[src/rtl/slrx_pkg.sv]
// Shared types and constants for the serial line receiver.
package slrx_pkg;

  // Field widths
  localparam int REQ_W   = 2;
  localparam int BYTE_W  = 8;
  localparam int MODE_W  = 3;
  localparam int EV_W    = 3;
  localparam int LEN_W   = 6;
  localparam int CNT_W   = 16;
  localparam int LIM_W   = 6;
  localparam int CFG_W   = 16;
  localparam int CIDX_W  = 2;

  // Longest line that can be emitted
  localparam int MAX_LINE = 32;

  // Request types
  localparam logic [REQ_W-1:0] REQ_BYTE  = 2'd0;
  localparam logic [REQ_W-1:0] REQ_TICK  = 2'd1;
  localparam logic [REQ_W-1:0] REQ_CLEAR = 2'd2;

  // Modes
  localparam logic [MODE_W-1:0] MODE_WAIT    = 3'd0;
  localparam logic [MODE_W-1:0] MODE_LOAD    = 3'd1;
  localparam logic [MODE_W-1:0] MODE_TIMEOUT = 3'd2;
  localparam logic [MODE_W-1:0] MODE_OVERRUN = 3'd3;
  localparam logic [MODE_W-1:0] MODE_HALT    = 3'd4;

  // Events
  localparam logic [EV_W-1:0] EV_NONE    = 3'd0;
  localparam logic [EV_W-1:0] EV_LINE    = 3'd1;
  localparam logic [EV_W-1:0] EV_TIMEOUT = 3'd2;
  localparam logic [EV_W-1:0] EV_OVERRUN = 3'd3;
  localparam logic [EV_W-1:0] EV_HALT    = 3'd4;
  localparam logic [EV_W-1:0] EV_BEAT    = 3'd5;

  // Configuration register indexes
  localparam logic [CIDX_W-1:0] REG_IDLE_TIMEOUT = 2'd0;
  localparam logic [CIDX_W-1:0] REG_HALT_DELAY   = 2'd1;
  localparam logic [CIDX_W-1:0] REG_LINE_LIMIT   = 2'd2;
  localparam logic [CIDX_W-1:0] REG_WAIT_NOTICE  = 2'd3;

  // Configuration reset values
  localparam logic [CNT_W-1:0] IDLE_TIMEOUT_RST = 16'd2000;
  localparam logic [CNT_W-1:0] HALT_DELAY_RST   = 16'd2000;
  localparam logic [LIM_W-1:0] LINE_LIMIT_RST   = 6'd32;
  localparam logic [CNT_W-1:0] WAIT_NOTICE_RST  = 16'd1000;

  // Carriage return
  localparam logic [BYTE_W-1:0] CHAR_CR = 8'h0D;

  // Commands from the controller to the datapath
  typedef struct packed {
    logic capture;      // latch an input beat
    logic step;         // apply the buffered item to the mode state
    logic load_single;  // load the one-result beat into the output stage
    logic start_line;   // begin emitting the stored line
    logic emit;         // load the next line character into the output stage
  } ctrl_cmd_t;

  // Status from the datapath to the controller
  typedef struct packed {
    logic is_line;      // buffered item finishes a non-empty line
    logic emit_last;    // character in the read register is the final one
  } ctrl_status_t;

endpackage

[src/rtl/slrx_req_if.sv]
// Request channel: valid/ready handshake with request type and byte.
interface slrx_req_if;
  import slrx_pkg::*;

  logic              valid;
  logic              ready;
  logic [REQ_W-1:0]  req_type;
  logic [BYTE_W-1:0] rx_byte;

  modport source (output valid, output req_type, output rx_byte, input ready);
  modport sink   (input valid, input req_type, input rx_byte, output ready);
endinterface

// Result channel: valid/ready handshake with one result beat.
interface slrx_res_if;
  import slrx_pkg::*;

  logic              valid;
  logic              ready;
  logic [MODE_W-1:0] mode;
  logic [EV_W-1:0]   event_res;
  logic [BYTE_W-1:0] out_char;
  logic              char_valid;
  logic              last;
  logic [LEN_W-1:0]  line_length;
  logic [CNT_W-1:0]  processed_count;

  modport source (output valid, output mode, output event_res, output out_char,
                  output char_valid, output last, output line_length,
                  output processed_count, input ready);
  modport sink   (input valid, input mode, input event_res, input out_char,
                  input char_valid, input last, input line_length,
                  input processed_count, output ready);
endinterface

[src/rtl/slrx_ctrl.sv]
// Controller: input buffer flag, output stage flag and line emission sequencer.
module slrx_ctrl (
  input  logic                   clk,
  input  logic                   rst,
  input  logic                   req_valid,
  output logic                   req_ready,
  output logic                   res_valid,
  input  logic                   res_ready,
  input  slrx_pkg::ctrl_status_t status,
  output slrx_pkg::ctrl_cmd_t    cmd
);
  import slrx_pkg::*;

  localparam logic S_IDLE = 1'b0;
  localparam logic S_EMIT = 1'b1;

  logic state, state_next;
  logic ibuf_valid, ibuf_valid_next;
  logic out_valid, out_valid_next;
  logic out_free;

  assign req_ready = !ibuf_valid;
  assign res_valid = out_valid;
  assign out_free  = !out_valid || res_ready;

  // Sequence items and line characters
  always_comb begin
    cmd = '0;
    cmd.capture = req_valid && !ibuf_valid;
    state_next = state;
    unique case (state)
      S_IDLE: begin
        if (ibuf_valid && out_free) begin
          cmd.step = 1'b1;
          if (status.is_line) begin
            cmd.start_line = 1'b1;
            state_next = S_EMIT;
          end else begin
            cmd.load_single = 1'b1;
          end
        end
      end
      S_EMIT: begin
        if (out_free) begin
          cmd.emit = 1'b1;
          if (status.emit_last) begin
            state_next = S_IDLE;
          end
        end
      end
      default: state_next = S_IDLE;
    endcase
  end

  // Track buffer and output stage occupancy
  always_comb begin
    ibuf_valid_next = ibuf_valid;
    if (cmd.capture) begin
      ibuf_valid_next = 1'b1;
    end else if (cmd.step) begin
      ibuf_valid_next = 1'b0;
    end
    out_valid_next = out_valid;
    if (cmd.load_single || cmd.emit) begin
      out_valid_next = 1'b1;
    end else if (res_ready) begin
      out_valid_next = 1'b0;
    end
  end

  always_ff @(posedge clk) begin
    if (rst) begin
      state      <= S_IDLE;
      ibuf_valid <= 1'b0;
      out_valid  <= 1'b0;
    end else begin
      state      <= state_next;
      ibuf_valid <= ibuf_valid_next;
      out_valid  <= out_valid_next;
    end
  end

endmodule

[src/rtl/slrx_datapath.sv]
// Datapath: configuration, mode state, counters, line store and output stage.
module slrx_datapath #(
  parameter int LINE_DEPTH = 32
) (
  input  logic                             clk,
  input  logic                             rst,
  input  logic                             cfg_we,
  input  logic [slrx_pkg::CIDX_W-1:0]      cfg_index,
  input  logic [slrx_pkg::CFG_W-1:0]       cfg_data,
  input  logic [slrx_pkg::REQ_W-1:0]       req_type,
  input  logic [slrx_pkg::BYTE_W-1:0]      rx_byte,
  input  slrx_pkg::ctrl_cmd_t              cmd,
  output slrx_pkg::ctrl_status_t           status,
  output logic [slrx_pkg::MODE_W-1:0]      mode,
  output logic [slrx_pkg::EV_W-1:0]        event_res,
  output logic [slrx_pkg::BYTE_W-1:0]      out_char,
  output logic                             char_valid,
  output logic                             last,
  output logic [slrx_pkg::LEN_W-1:0]       line_length,
  output logic [slrx_pkg::CNT_W-1:0]       processed_count
);
  import slrx_pkg::*;

  localparam int AW = $clog2(LINE_DEPTH);
  localparam int FW = $clog2(LINE_DEPTH + 2);
  localparam int CW = (FW > LEN_W) ? FW : LEN_W;
  localparam logic [CW-1:0] NMAX  = CW'((LINE_DEPTH < MAX_LINE) ? LINE_DEPTH : MAX_LINE);
  localparam logic [FW-1:0] DEPTH = FW'(LINE_DEPTH);

  // Configuration registers
  logic [CNT_W-1:0] idle_timeout;
  logic [CNT_W-1:0] halt_delay;
  logic [LIM_W-1:0] line_limit;
  logic [CNT_W-1:0] wait_notice_period;

  // Mode state
  logic [MODE_W-1:0] mode_reg, mode_next;
  logic [FW-1:0]     fill_index, fill_next;
  logic [CNT_W-1:0]  tick_count, tick_next;
  logic [CNT_W-1:0]  stored_total, total_next;

  // Input buffer
  logic [REQ_W-1:0]  ibuf_req;
  logic [BYTE_W-1:0] ibuf_byte;

  // Line store and read side
  logic [BYTE_W-1:0] line_store [LINE_DEPTH];
  logic [BYTE_W-1:0] rdata;
  logic [CW-1:0]     rd_idx;
  logic [AW-1:0]     rd_addr;
  logic [LEN_W-1:0]  line_n;

  // Step signals
  logic [EV_W-1:0]   ev;
  logic              wr_en;
  logic              mode_open;
  logic [CW-1:0]     fill_ext;
  logic [CW-1:0]     n_out;
  logic [CW-1:0]     lim_ext;
  logic [CW-1:0]     eff_lim;
  logic [CNT_W-1:0]  thr;
  logic [CNT_W-1:0]  thr1;
  logic [CNT_W-1:0]  tick_inc;
  logic              reached;

  // Write configuration
  always_ff @(posedge clk) begin
    if (rst) begin
      idle_timeout       <= IDLE_TIMEOUT_RST;
      halt_delay         <= HALT_DELAY_RST;
      line_limit         <= LINE_LIMIT_RST;
      wait_notice_period <= WAIT_NOTICE_RST;
    end else if (cfg_we) begin
      unique case (cfg_index)
        REG_IDLE_TIMEOUT: idle_timeout       <= cfg_data;
        REG_HALT_DELAY:   halt_delay         <= cfg_data;
        REG_LINE_LIMIT:   line_limit         <= cfg_data[LIM_W-1:0];
        REG_WAIT_NOTICE:  wait_notice_period <= cfg_data;
        default: ;
      endcase
    end
  end

  // Latch an input beat
  always_ff @(posedge clk) begin
    if (cmd.capture) begin
      ibuf_req  <= req_type;
      ibuf_byte <= rx_byte;
    end
  end

  // Line length and effective limit
  assign fill_ext  = CW'(fill_index);
  assign n_out     = (fill_ext > NMAX) ? NMAX : fill_ext;
  assign lim_ext   = CW'(line_limit);
  assign eff_lim   = (lim_ext > NMAX) ? NMAX : lim_ext;
  assign mode_open = (mode_reg == MODE_WAIT) || (mode_reg == MODE_LOAD);

  // Tick threshold for the current mode
  always_comb begin
    case (mode_reg)
      MODE_WAIT: thr = wait_notice_period;
      MODE_LOAD: thr = idle_timeout;
      default:   thr = halt_delay;
    endcase
  end
  assign thr1     = (thr == '0) ? CNT_W'(1) : thr;
  assign tick_inc = (tick_count == '1) ? tick_count : tick_count + CNT_W'(1);
  assign reached  = tick_inc >= thr1;

  // Work out the effect of the buffered item
  always_comb begin
    mode_next  = mode_reg;
    fill_next  = fill_index;
    tick_next  = tick_count;
    total_next = stored_total;
    ev         = EV_NONE;
    wr_en      = 1'b0;
    case (ibuf_req)
      REQ_BYTE: begin
        if (mode_open) begin
          mode_next = MODE_LOAD;
          tick_next = '0;
          if (ibuf_byte == CHAR_CR) begin
            fill_next = '0;
            ev        = EV_LINE;
          end else begin
            wr_en      = fill_index < DEPTH;
            fill_next  = (fill_index <= DEPTH) ? fill_index + FW'(1) : fill_index;
            total_next = stored_total + CNT_W'(1);
            if (CW'(fill_next) > eff_lim) begin
              mode_next = MODE_OVERRUN;
              ev        = EV_OVERRUN;
            end
          end
        end
      end
      REQ_TICK: begin
        case (mode_reg)
          MODE_WAIT: begin
            tick_next = reached ? '0 : tick_inc;
            if (reached) ev = EV_BEAT;
          end
          MODE_LOAD: begin
            tick_next = reached ? '0 : tick_inc;
            if (reached) begin
              mode_next = MODE_TIMEOUT;
              ev        = EV_TIMEOUT;
            end
          end
          MODE_TIMEOUT, MODE_OVERRUN: begin
            tick_next = reached ? '0 : tick_inc;
            if (reached) begin
              mode_next  = MODE_HALT;
              fill_next  = '0;
              total_next = '0;
              ev         = EV_HALT;
            end
          end
          default: ;
        endcase
      end
      REQ_CLEAR: begin
        if (mode_reg == MODE_HALT) begin
          mode_next = MODE_WAIT;
          tick_next = '0;
        end
      end
      default: ;
    endcase
  end

  assign status.is_line = (ibuf_req == REQ_BYTE) && mode_open &&
                          (ibuf_byte == CHAR_CR) && (n_out != '0);
  assign status.emit_last = (rd_idx + CW'(1)) == CW'(line_n);

  // Update mode state
  always_ff @(posedge clk) begin
    if (rst) begin
      mode_reg     <= MODE_WAIT;
      fill_index   <= '0;
      tick_count   <= '0;
      stored_total <= '0;
    end else if (cmd.step) begin
      mode_reg     <= mode_next;
      fill_index   <= fill_next;
      tick_count   <= tick_next;
      stored_total <= total_next;
    end
  end

  // Read address: start of line, next character, or hold
  always_comb begin
    if (cmd.start_line) begin
      rd_addr = '0;
    end else if (cmd.emit) begin
      rd_addr = AW'(rd_idx + CW'(1));
    end else begin
      rd_addr = AW'(rd_idx);
    end
  end

  // Line store: one write port, one registered read port
  always_ff @(posedge clk) begin
    if (cmd.step && wr_en) begin
      line_store[AW'(fill_index)] <= ibuf_byte;
    end
    rdata <= line_store[rd_addr];
  end

  // Advance the emission index
  always_ff @(posedge clk) begin
    if (cmd.start_line) begin
      rd_idx <= '0;
      line_n <= LEN_W'(n_out);
    end else if (cmd.emit) begin
      rd_idx <= rd_idx + CW'(1);
    end
  end

  // Load the output stage
  always_ff @(posedge clk) begin
    if (cmd.load_single) begin
      mode            <= mode_next;
      event_res       <= ev;
      out_char        <= '0;
      char_valid      <= 1'b0;
      last            <= 1'b1;
      line_length     <= '0;
      processed_count <= total_next;
    end else if (cmd.emit) begin
      mode            <= mode_reg;
      event_res       <= EV_LINE;
      out_char        <= rdata;
      char_valid      <= 1'b1;
      last            <= status.emit_last;
      line_length     <= line_n;
      processed_count <= stored_total;
    end
  end

endmodule

[src/rtl/serial_line_receiver_with_timeouts_top.sv]
// Serial line receiver with idle and halt timeouts: top level.
// An accepted item is held in the input buffer, then stepped into the output stage.
// The one-entry input buffer takes a new item only once the last one has been stepped.
// A finished line is emitted from the line store as one beat per character, in order.
// Synchronous reset clears mode, counters and configuration to defaults.
// The line store is not cleared at reset and needs no clearing pass.
module serial_line_receiver_with_timeouts_top #(
  parameter int LINE_DEPTH = 32
) (
  input  logic                          clk,
  input  logic                          rst,
  input  logic                          cfg_we,
  input  logic [slrx_pkg::CIDX_W-1:0]   cfg_index,
  input  logic [slrx_pkg::CFG_W-1:0]    cfg_data,
  slrx_req_if.sink                      req,
  slrx_res_if.source                    res
);
  import slrx_pkg::*;

  ctrl_cmd_t    cmd;
  ctrl_status_t status;

  slrx_ctrl u_ctrl (
    .clk       (clk),
    .rst       (rst),
    .req_valid (req.valid),
    .req_ready (req.ready),
    .res_valid (res.valid),
    .res_ready (res.ready),
    .status    (status),
    .cmd       (cmd)
  );

  slrx_datapath #(
    .LINE_DEPTH (LINE_DEPTH)
  ) u_datapath (
    .clk             (clk),
    .rst             (rst),
    .cfg_we          (cfg_we),
    .cfg_index       (cfg_index),
    .cfg_data        (cfg_data),
    .req_type        (req.req_type),
    .rx_byte         (req.rx_byte),
    .cmd             (cmd),
    .status          (status),
    .mode            (res.mode),
    .event_res       (res.event_res),
    .out_char        (res.out_char),
    .char_valid      (res.char_valid),
    .last            (res.last),
    .line_length     (res.line_length),
    .processed_count (res.processed_count)
  );

  // A character beat always belongs to a non-empty finished line
  a_char_is_line: assert property (@(posedge clk) disable iff (rst)
    res.valid && res.char_valid |-> res.event_res == EV_LINE && res.line_length != '0)
    else $error("character beat without line-done event");

  // No new item is processed while a line is being emitted
  a_no_step_in_line: assert property (@(posedge clk) disable iff (rst)
    cmd.emit |-> !cmd.step)
    else $error("item processed during line emission");

  // Emitting the final character presents a beat marked last
  a_last_char: assert property (@(posedge clk) disable iff (rst)
    cmd.emit && status.emit_last |=> res.valid && res.last && res.char_valid)
    else $error("final line character not marked last");

endmodule
[src/flat_wrapper.sv]
// flat-port wrapper written by rule: the top's interface ports become plain ports
module serial_line_receiver_with_timeouts_top_flat import slrx_pkg::*;
#(
  parameter int LINE_DEPTH = 32
)
  (clk, rst, cfg_we, cfg_index, cfg_data, req_valid, req_req_type, req_rx_byte, req_ready, res_valid, res_mode, res_event_res, res_out_char, res_char_valid, res_last, res_line_length, res_processed_count, res_ready);
  slrx_req_if req_i ();
  slrx_res_if res_i ();
  input  logic clk;
  input  logic rst;
  input  logic cfg_we;
  input  logic [slrx_pkg::CIDX_W-1:0] cfg_index;
  input  logic [slrx_pkg::CFG_W-1:0] cfg_data;
  input wire logic [$bits(req_i.valid)-1:0] req_valid;
  input wire logic [$bits(req_i.req_type)-1:0] req_req_type;
  input wire logic [$bits(req_i.rx_byte)-1:0] req_rx_byte;
  output wire logic [$bits(req_i.ready)-1:0] req_ready;
  output wire logic [$bits(res_i.valid)-1:0] res_valid;
  output wire logic [$bits(res_i.mode)-1:0] res_mode;
  output wire logic [$bits(res_i.event_res)-1:0] res_event_res;
  output wire logic [$bits(res_i.out_char)-1:0] res_out_char;
  output wire logic [$bits(res_i.char_valid)-1:0] res_char_valid;
  output wire logic [$bits(res_i.last)-1:0] res_last;
  output wire logic [$bits(res_i.line_length)-1:0] res_line_length;
  output wire logic [$bits(res_i.processed_count)-1:0] res_processed_count;
  input wire logic [$bits(res_i.ready)-1:0] res_ready;
  assign req_i.valid = req_valid;
  assign req_i.req_type = req_req_type;
  assign req_i.rx_byte = req_rx_byte;
  assign req_ready = req_i.ready;
  assign res_valid = res_i.valid;
  assign res_mode = res_i.mode;
  assign res_event_res = res_i.event_res;
  assign res_out_char = res_i.out_char;
  assign res_char_valid = res_i.char_valid;
  assign res_last = res_i.last;
  assign res_line_length = res_i.line_length;
  assign res_processed_count = res_i.processed_count;
  assign res_i.ready = res_ready;
  serial_line_receiver_with_timeouts_top #(.LINE_DEPTH(LINE_DEPTH)) u_core (.clk(clk), .rst(rst), .cfg_we(cfg_we), .cfg_index(cfg_index), .cfg_data(cfg_data), .req(req_i), .res(res_i));
endmodule
[config.mk]
export PLATFORM = sky130hd
export DESIGN_NAME = serial_line_receiver_with_timeouts_top_flat
export DESIGN_NICKNAME = d
export VERILOG_FILES = /design/src/rtl/slrx_pkg.sv /design/src/rtl/slrx_req_if.sv /design/src/rtl/slrx_ctrl.sv /design/src/rtl/slrx_datapath.sv /design/src/rtl/serial_line_receiver_with_timeouts_top.sv /design/src/flat_wrapper.sv
export SDC_FILE = /design/constraint.sdc
export NUM_CORES = 1
export LEC_CHECK = 0
export BUFFER_PORTS_ARGS = -buffer_cell sky130_fd_sc_hd__buf_2
export CAP_MARGIN = 20
export CORE_ASPECT_RATIO = 1.5
export CORE_UTILIZATION = 66
export DETAILED_ROUTE_END_ITERATION = 8
export PLACE_DENSITY = 0.82
export SYNTH_ARGS = -nofsm -noshare
export SYNTH_HDL_FRONTEND = slang
export SYNTH_SLANG_ARGS = --single-unit
export TNS_END_PERCENT = 50
[constraint.sdc]
create_clock -name clk -period 11.44 [get_ports clk]
set_input_delay 2.288 -clock clk [delete_from_list [all_inputs] [get_ports clk]]
set_output_delay 2.288 -clock clk [all_outputs]
set_load 0.005 [all_outputs]
After elaboration in Yosys (flattened, before gate mapping)
Memory sizes are Yosys's and may differ from the RTL's. A register that Yosys moved wholly into a read port is not among the register bits. Index checks and enable logic that the tools add are counted.

Add/sub/neg operators: 4. Magnitude comparators: 6. Eq/ne operators: 17. Mux-type cells: 64. Bitwise logic cells: 1. Reduce and logical (&&, ||, !) cells: 29.

Operators with widths (number): $mux W16 (12); $pmux W16 S2 (2); $pmux W16 S3 (1); $mux W6 (7); $mux W3 (12); $add A16 B1 Y16 const B (2); $pmux W3 S3 (2); $eq A16 B16 Y1 const B (1); $ge A16 B16 Y1 (1); $logic_not A16 Y1 (1); $mux W1 (16); $add A6 B1 Y6 const B (2); $gt A6 B6 Y1 const B (2); $mux W2 (6); $pmux W3 S2 (2); $pmux W6 S2 (1); $mux W5 (2); $ne A2 B2 Y1 const B (5); $reduce_and A5 Y1 (2); $eq A8 B4 Y1 const B (1); $reduce_and A2 Y1 (4); $reduce_bool A2 Y1 (4); $eq A2 B2 Y1 const B (3); $eq A3 B2 Y1 const B (2); other kinds (18) (28).

Flip-flop bits (word level): 158. RAM bits: 256. Input bits: 33. Word-level logic and storage cells: 144. Memories: 1.

Memory list: u_core.u_datapath.line_store (words 32, bits a word 8, rd ports 1, clocked after memory_dff 1, write ports 1, RTL line slrx_datapath.sv:47) `logic [BYTE_W-1:0] line_store [LINE_DEPTH];`.

Longest topological paths before layout
Gate-level depths: netlist (run 1).

Depth in word-level cells: 11. Gate-level depth with buffers: 18. Depth with buffers taken out: 15.

Hierarchy
Synthesis (run 1) repeated with hierarchy kept, for this count alone.

Cells, all modules: 1904. Area total of the unflattened synthesis: 20041.7 um^2.

Modules (own cells, without submodules): slrx_datapath (times used 1, cells an instance 1884, area each 19861.5 um^2, sequential area each 11330.9 um^2); slrx_ctrl (times used 1, cells an instance 20, area each 180.2 um^2, sequential area each 60.1 um^2).

Worst setup path after synthesis (run 1)
OpenSTA, ideal clock, no wires.

Path kind: input port to flip-flop. From: input res_ready. To: memory u_core.u_datapath.line_store[11][0], enable pin. Library setup time: 0.370 ns. Arrival: 4.060 ns. Required time: 11.070 ns. Slack: 7.009 ns. Cell stages on the path: 7. Buffers on the path: 1. Cell sequence: nor2b_1 nor3_2 o31ai_2 buf_2 nor3_1 nand2_1 nor2_1.

Longest elaborated chain between the ends: 7.

Ends and longest elaborated chain: start, declared (RTL line flat_wrapper.sv:26) `input wire logic [$bits(res_i.ready)-1:0] res_ready;`; $logic_or A1 B1 Y1 (RTL line slrx_ctrl.sv:24) `assign out_free = !out_valid || res_ready;`; $logic_and A1 B1 Y1 (RTL line slrx_ctrl.sv:33) `if (ibuf_valid && out_free) begin`; $mux W3 (RTL line slrx_ctrl.sv:33); $mux W3 (RTL line slrx_ctrl.sv:31) `unique case (state)`; $logic_and A1 B1 Y1 (RTL line slrx_datapath.sv:205) `if (cmd.step && wr_en) begin`; $mux W1 (RTL line slrx_datapath.sv:205); $mux W1 (implied by the code) (RTL line slrx_datapath.sv:206) `line_store[AW'(fill_index)] <= ibuf_byte;`; end, declared (RTL line slrx_datapath.sv:47).

No other way between the ends.

Final worst setup path (run 1)
From: input res_ready. To: register u_core.u_datapath.rdata[4], read port of u_core.u_datapath.line_store.

Longest elaborated chain between the ends: 5. Elaborated cells between the ends (all ways): 8. Those cells by class: mux (6); reduce/logical (2).

Ends and longest elaborated chain: $logic_or A1 B1 Y1 (*) (RTL line slrx_ctrl.sv:24); $mux W1 / $logic_and A1 B1 Y1 (equally long branches) (RTL line slrx_ctrl.sv:44, slrx_ctrl.sv:33); $mux W1 / $mux W3 (equally long branches) (RTL line slrx_ctrl.sv:31, slrx_ctrl.sv:33); $mux W5 / $mux W3 (equally long branches) (RTL line slrx_datapath.sv:196, slrx_ctrl.sv:31); $mux W5 (*) (RTL line slrx_datapath.sv:194) `if (cmd.start_line) begin`; end, declared (RTL line slrx_datapath.sv:48) `logic [BYTE_W-1:0] rdata;`.

Mark *: on every way between the ends. The rest lies on a longest branch, timed or not. A chain may end at the register's enable or synchronous reset.

==> results.yml, run 1 <==
status:
  status: "completed"
yosys:
  synth_xor_area_share_pct: 1.31
  synth_ff_type: "edfxtp_1"
  synth-simple-area-share_pct: 18.0
  synth-compound-area-share_pct: 10.4
  yosysUniqueCellTypes: 75
  synth_edf_count: 294
  avgSynthCellArea_um2: 11.3
  ys_seq_area_share_pct: 63.2
  async_flop_share_pct: 0
  syn_nets: 1658
  ys_warn_count: 0
  synth.area.mux_share_pct: 2.68
  synth_top_family_by_area: "simple AND/OR/NAND/NOR gates"
  yosys_register_bits: 422
  syn-instance-count: 1595
  syn_area_um2: 18000
  synthAdderAreaFrac_pct: 2.08
power_and_ir_drop:
  p_total_mw: 3.01
  p_per_area_nw_per_um2: 151
  p_leak_nw: 7.19
  ir_worst_vdd_v: 0.000161
worst_hold_path:
  min_from: "u_core.u_datapath.halt_delay[2]$_SDFFE_PP0P_"
  whs_path_depth: 2
  min_to: "u_core.u_datapath.halt_delay[2]$_SDFFE_PP0P_"
  hp-class: "reg2reg"
cts:
  cts_inserted_buffers: 37
  ctsLongestPathBuffers: 3
  postCtsSetupRepairBufs: 0
  post_cts_resized: 0
  cts_tree: "done"
  cts_sinks: 422
  insertion_delay_ns: 0.54
  cts_root_buffer: "clkbuf_16"
  cts_hold_buf: 0
  h-tree-depth: 2
  clkSlewWorstSetupHoldPaths_ns: 0.06
critical_path:
  r2r_cells: 15
  path_class: "in2reg"
  crit_path_end_kind: "flop"
  r2r_slack_ns: 6.39
  cp_slowest_cell: "buf_4"
  cp.required_ns: 11.83
  rr_endpoint: "u_core.u_datapath.mode[1]$_DFFE_PP_"
  path_cells: "buf_2 > nor2b_1 > o21ai_0 > nand2_1 > buf_4 > nand2_1 > buf_4 > inv_2 > buf_4 > mux2i_1 > a211oi_1 > nor4_1 > o22ai_1"
  critPathMaxFanout: 49
  worst_ep_arrival_time_ns: 5.70
  r2r-start: "u_core.u_datapath.mode_reg[1]$_SDFFE_PP0P_"
  path_common_cell: "buf_4"
  cpPeakStageDelay_ns: 0.48
  start_kind: "input pin"
cells_and_area:
  layout_commonest_cell: "nand2_1"
  largest_reg_flops: 256
  area_growth_pct: 10.3
  diodes: 0
  final.fill_count: 1789
  seq_area_um2: 11400
  final_nets: 1706
  top_register: "u_core.u_datapath.line_store"
  finalNonFillerCells: 2009
  final_cell_mix: "348 x nand2_1, 294 x edfxtp_1, 128 x dfxtp_1"
  final_util_pct: 74.5
  fin_area_um2: 19900
  multi_input_area_um2: 6230
  drive_gt1_share_pct: 12.3
grt:
  use_met3_pct: 4.56
  grt_start_max_net_pins: 73
  track_usage_pct: 33.6
  grt_pass1_vias: 12874
  overflow: 0
  gr-usage-met2_pct: 59.2
  busiest_layer: "met2"
  grt_pass1_wl_um: 69900
  gr-usage-met1_pct: 36.7
  antenna_found_initial: 1
drt:
  via_per_inst: 6.44
  wire_per_inst_um: 22.7
  wirelength_um: 45600
  vias: 12948
  post-route-drc-count: 0
  drt-pass1-iter-count: 5
  ant_nets: 0
  initialDrtViolationCount: 1202
timing:
  fmax_mhz: 188
  finalSetupTns_ns: 0
  finalHoldViolations: 0
  finalSetupViolations: 0
  rsz0062_at_grt: "false"
  maxSlewViolCount: 0
  maxSlewHeadroom_pct: 30.0
  period_share_pct: 46.4
  hold_ws_ns: 0.451
  min_period_ns: 5.31
  finalClockSkew_ns: 0.0115
  tightest_slew_ns: 1.05
  setup_slack_ns: 6.13
placed_design:
  pre_cts_ws_ns: 5.22
  dpl.cell_count: 1938
  place.gp.congestion: 0.912
  dpl_cell_area_um2: 18600
  portBuffers: 72
  hpwl_um: 30200
floorplanning:
  io_pins: 73
  initial_core_util_pct: 67.6
  die_area_um2: 28000
  core_area_um2: 26700
  num_rows: 73
  fp.dieW_um: 137
  die_height_um: 204
flow_run:
  max_cap_viol_count: 0
==> cells in the mapped netlist (12+ instances only) <==
| library cell | count | area share, % |
|---|---|---|
| clkbuf_1 | 57 | 1.2 |
| a211oi_1 | 12 | 0.50 |
| nand2_1 | 348 | 7.2 |
| nor2b_1 | 16 | 0.56 |
| a31o_2 | 17 | 0.83 |
| a31oi_1 | 32 | 1.1 |
| xnor2_1 | 19 | 0.92 |
| o21ai_0 | 36 | 1.0 |
| a21oi_1 | 78 | 2.2 |
| nor2_1 | 81 | 1.7 |
| nor3_1 | 32 | 0.89 |
| dfxtp_1 | 128 | 14 |
| nand4_1 | 12 | 0.42 |
| nand3b_1 | 23 | 0.96 |
| buf_2 | 19 | 0.53 |
| ha_1 | 30 | 2.1 |
| edfxtp_1 | 294 | 49 |
| nand3_1 | 81 | 2.2 |
| mux2i_1 | 37 | 2.1 |
| o31ai_1 | 12 | 0.50 |
| nor4_1 | 20 | 0.69 |
| and3_1 | 12 | 0.42 |
| or3_1 | 14 | 0.49 |
==> where the power goes <==
group          switching (mW)  leakage (nW)  internal [mW]
clock network           0.549         0.576          0.679
logic                  0.0851          2.92         0.0345
registers             0.00900          3.69           1.65
total                   0.643          7.19           2.36
==> cells by family (layout without fill, tap and decap cells) <==
family | count (synthesis) | in the layout
flip-flops | 422 | 422
multiplexers | 47 | 47
adder cells (fa/ha/maj) | 30 | 30
buffers and inverters | 100 | 177
XOR/XNOR | 27 | 27
AND/OR/NAND/NOR | 689 | 689
AO/OA/AOI/OAI | 280 | 280
==> routing by layer <==
layer | vias up | share of wire [%]
met5 | - | 0
met4 | 0 | 7.1
met3 | 155 | 6.0
met2 | 599 | 53
met1 | 6240 | 34
li1 | 5954 | -
==> worst max-delay path: cells and delay by family <==
family,cells,cell delay (ns)
buf+inv,5,1.70
simple gates,4,0.91
compound gates,3,0.48
mux,1,0.26
==> final cells by class <==
type | count | area share [%]
Multi-Input combinational cell | 1073 | 31.3
Tap cell | 337 | 2.12
Inverter | 12 | 0.239
Sequential cell | 422 | 57.3
Clock buffer | 54 | 5.40
Timing Repair Buffer | 97 | 3.06
Clock inverter | 14 | 0.529
==> worst max path at each step <==
stage / end / from / slack [ns]
4_1_cts: u_core.u_datapath.rdata[6]$_DFF_P_ / res_ready / 5.77
3_5_place_dp: u_core.u_datapath.rdata[6]$_DFF_P_ / res_ready / 5.22
2_1_floorplan: u_core.u_datapath.line_store[11][0]$_DFFE_PP_ / res_ready / 7.01
3_3_place_gp: u_core.u_datapath.rdata[3]$_DFF_P_ / res_ready / 4.76
6_report: u_core.u_datapath.rdata[4]$_DFF_P_ / res_ready / 6.13
5_1_grt: u_core.u_datapath.rdata[4]$_DFF_P_ / res_ready / 5.82
Power figures use the tool's default switching activity.
==> run 2, diff against run 1 <==
--- a/config.mk
+++ b/config.mk
@@ -5,12 +5,13 @@
 export SDC_FILE = /design/constraint.sdc
 export NUM_CORES = 1
 export LEC_CHECK = 0
+export ABC_AREA = 1
 export BUFFER_PORTS_ARGS = -buffer_cell sky130_fd_sc_hd__buf_2
 export CAP_MARGIN = 20
 export CORE_ASPECT_RATIO = 1.5
-export CORE_UTILIZATION = 66
+export CORE_UTILIZATION = 56
 export DETAILED_ROUTE_END_ITERATION = 8
-export PLACE_DENSITY = 0.82
+export PLACE_DENSITY = 0.74
 export SYNTH_ARGS = -nofsm -noshare
 export SYNTH_HDL_FRONTEND = slang
 export SYNTH_SLANG_ARGS = --single-unit
==> constraint.sdc (replaced) <==
create_clock -name clk -period 4.5 [get_ports clk]
set_input_delay 0.9 -clock clk [delete_from_list [all_inputs] [get_ports clk]]
set_output_delay 0.9 -clock clk [all_outputs]
set_load 0.005 [all_outputs]
==> results.yml, run 2 <==
status:
  status: "completed"
grt:
  grt_pass1_vias: 14400
  grt_pass1_wl_um: 76500
  grt_start_max_net_pins: 131
  antenna_found_initial: 0
  track_usage_pct: 27.9
  overflow: 0
yosys:
  synth_most_common_cell: "nand2_1"
  yosysUniqueCellTypes: 44
  synth-simple-area-share_pct: 25.7
  yosys_register_bits: 422
  synth_top_area_cell: "edfxtp_1"
  synth.area.mux_share_pct: 0
  syn_area_um2: 19400
  syn_nets: 2172
  synth_top_family_by_area: "simple AND/OR/NAND/NOR gates"
  synth_ff_type: "edfxtp_1"
  ys_warn_count: 0
  synth_edf_count: 294
  synth_commonest_cells: "474 x nand2_1, 345 x nand3_1, 294 x edfxtp_1"
  ys_seq_area_share_pct: 58.7
  synth_xor_area_share_pct: 0.858
  synth-compound-area-share_pct: 5.10
  avgSynthCellArea_um2: 9.20
  netlist.area_leader.share_pct: 45.5
  async_flop_share_pct: 0
  syn-instance-count: 2109
  synthTopCellsByArea: "edfxtp_1 46%, dfxtp_1 13%, nand2_1 9.2%"
  synthAdderAreaFrac_pct: 1.93
cells_and_area:
  largest_reg_flops: 256
  final_cell_mix: "472 x nand2_1, 345 x nand3_1, 294 x edfxtp_1"
  finalNonFillerCells: 2612
  diodes: 0
  top_register: "u_core.u_datapath.line_store"
  final_nets: 2220
  area_growth_pct: 10.7
  final.fill_count: 2821
  final_util_pct: 62.8
  layout_commonest_cell: "nand2_1"
  drive_gt1_share_pct: 9.05
cts:
  insertion_delay_ns: 0.55
  cts_sinks: 422
  cts_hold_buf: 0
  post_cts_resized: 0
  postCtsSetupRepairBufs: 0
  cts_inserted_buffers: 39
  cts_tree: "done"
  h-tree-depth: 2
  cts_root_buffer: "clkbuf_16"
  clkSlewWorstSetupHoldPaths_ns: 0.07
  ctsLongestPathBuffers: 3
worst_hold_path:
  min_from: "u_core.u_datapath.rdata[4]$_DFF_P_"
  whs_path_depth: 2
  min_to: "u_core.u_datapath.out_char[4]$_SDFFE_PP0P_"
  hp-class: "reg2reg"
timing:
  setup_slack_ns: 0.622
  finalSetupViolations: 0
  finalSetupTns_ns: 0
  fmax_mhz: 258
  maxSlewViolCount: 0
  finalClockSkew_ns: 0.0260
  tightest_slew_ns: 1.06
  finalHoldViolations: 0
  rsz0062_at_grt: "false"
  period_share_pct: 86.2
  min_period_ns: 3.88
  maxSlewHeadroom_pct: 29.2
drt:
  wire_per_inst_um: 18.4
  vias: 14613
  wl_met3_um: 2190
  wirelength_um: 48200
  routed.top_layer: "met4"
  wl_met2_um: 25400
  post-route-drc-count: 0
  met1_length_um: 17700
  via_per_inst: 5.59
  ant_nets: 0
  drt-pass1-iter-count: 8
  initialDrtViolationCount: 1190
critical_path:
  cp_slowest_cell: "a221oi_1"
  worst_ep_arrival_time_ns: 4.35
  path_cells: "nor2_1 > nand2_1 > clkinv_1 > a221oi_1 > nand4_1 > nor2_1 > nand2_1 > nand2_1 > ha_1 > inv_1 > a21boi_0 > o21bai_1 > a21oi_1 > o21ai_0 > nand2_1 > nor3_4 > nand2_1 > a21oi_1"
  cpPeakStageDelay_ns: 0.58
  crit_path_end_kind: "flop"
  rr_endpoint: "u_core.u_datapath.tick_count[4]$_SDFFE_PP0P_"
  start_kind: "flop"
  r2r_cells: 18
  path_class: "reg2reg"
  cp_top_family: "simple AND/OR/NAND/NOR gates"
  cp.buffers_inverters: 2
  cp.required_ns: 4.97
  r2r_slack_ns: 0.62
  critPathMaxFanout: 17
  r2r-start: "u_core.u_datapath.mode_reg[1]$_SDFFE_PP0P_"
  path_common_cell: "nand2_1"
floorplanning:
  io_pins: 73
  num_rows: 83
  die_area_um2: 35400
  core_area_um2: 34200
  initial_core_util_pct: 56.8
  fp.dieW_um: 154
  die_height_um: 230
placed_design:
  hpwl_um: 31400
  portBuffers: 72
  pre_cts_ws_ns: 0.609
  place.gp.congestion: 0.914
  dpl.cell_count: 2539
power_and_ir_drop:
  p_total_mw: 7.94
  p_per_area_nw_per_um2: 370
  ir_worst_vdd_v: 0.000370
  p_leak_nw: 8.98
flow_run:
  max_cap_viol_count: 0
## run 2: changes by cell type after synthesis, moves of 13 or more
cell | before | now
a31o_2 | 17 | 0
a31oi_1 | 32 | 3
buf_2 | 19 | 44
inv_1 | 10 | 268
mux2i_1 | 37 | 0
nand2_1 | 348 | 474
nand3_1 | 81 | 345
nand3b_1 | 23 | 81
nor2_1 | 81 | 140
nor2b_1 | 16 | 0
nor3_1 | 32 | 7
nor4_1 | 20 | 1
o21ai_0 | 36 | 61
or3_1 | 14 | 1
## run 2: metal layers
layer	GRT usage (%)	up-vias
met5	0	-
met3	3.30	127
met2	50.6	437
met1	31.3	6918
li1	-	7131
met4	16.4	0
## run 2: area by class of cell
class / count / area, um2 / area share, %
clock buffers: 47 / 1070 / 4.98
clock inverters: 24 / 233 / 1.08
inverters: 280 / 1050 / 4.89
multi-input cells: 1307 / 6530 / 30.4
flip-flops and latches: 422 / 11400 / 53.0
well taps: 425 / 532 / 2.48
repair buffers: 107 / 673 / 3.13
## run 2: cells by family after synthesis
logic type                 Yosys count
buffers and inverters              380
xor gates and xnor gates            19
adders and majority gates           30
DFF                                422
and+or+nand+nor                   1085
AOI/OAI and AO/OA                  173
## run 2: per-stage QoR
stage | cell area, um2 | hold slack, ns
finish | 21500 | 0.457
global route | 21500 | 0.477
CTS | 21500 | 0.457
detailed placement | 20200 | 0.444
global placement | 20200 | 0.439
floorplan | 19400 | 0.429
## run 2: report_power, final
part	switching [mW]	total, mW	internal, mW
clock network	1.45	3.38	1.93
logic	0.239	0.334	0.0952
registers	0.0271	4.23	4.20
total	1.71	7.94	6.23
## run 2: worst max path at each step
stage                                                 start  cells past startpoint  slack, ns                                             to
2_1_floorplan  u_core.u_datapath.tick_count[0]$_SDFFE_PP0P_                     20       1.20            u_core.u_datapath.mode[2]$_DFFE_PP_
3_5_place_dp     u_core.u_datapath.mode_reg[1]$_SDFFE_PP0P_                     18       0.61   u_core.u_datapath.tick_count[4]$_SDFFE_PP0P_
4_1_cts          u_core.u_datapath.mode_reg[1]$_SDFFE_PP0P_                     18       0.58   u_core.u_datapath.tick_count[4]$_SDFFE_PP0P_
3_3_place_gp     u_core.u_datapath.mode_reg[1]$_SDFFE_PP0P_                     18       0.72  u_core.u_datapath.tick_count[12]$_SDFFE_PP0P_
5_1_grt          u_core.u_datapath.mode_reg[1]$_SDFFE_PP0P_                     18       0.14  u_core.u_datapath.tick_count[15]$_SDFFE_PP0P_
6_report         u_core.u_datapath.mode_reg[1]$_SDFFE_PP0P_                     18       0.62   u_core.u_datapath.tick_count[4]$_SDFFE_PP0P_
## run 2: tightest hold or removal path, delay by kind of cell (launching register included)
family,cells,cell delay [ns]
simple gates,1,0.05
compound gates,1,0.05
flops,1,0.30
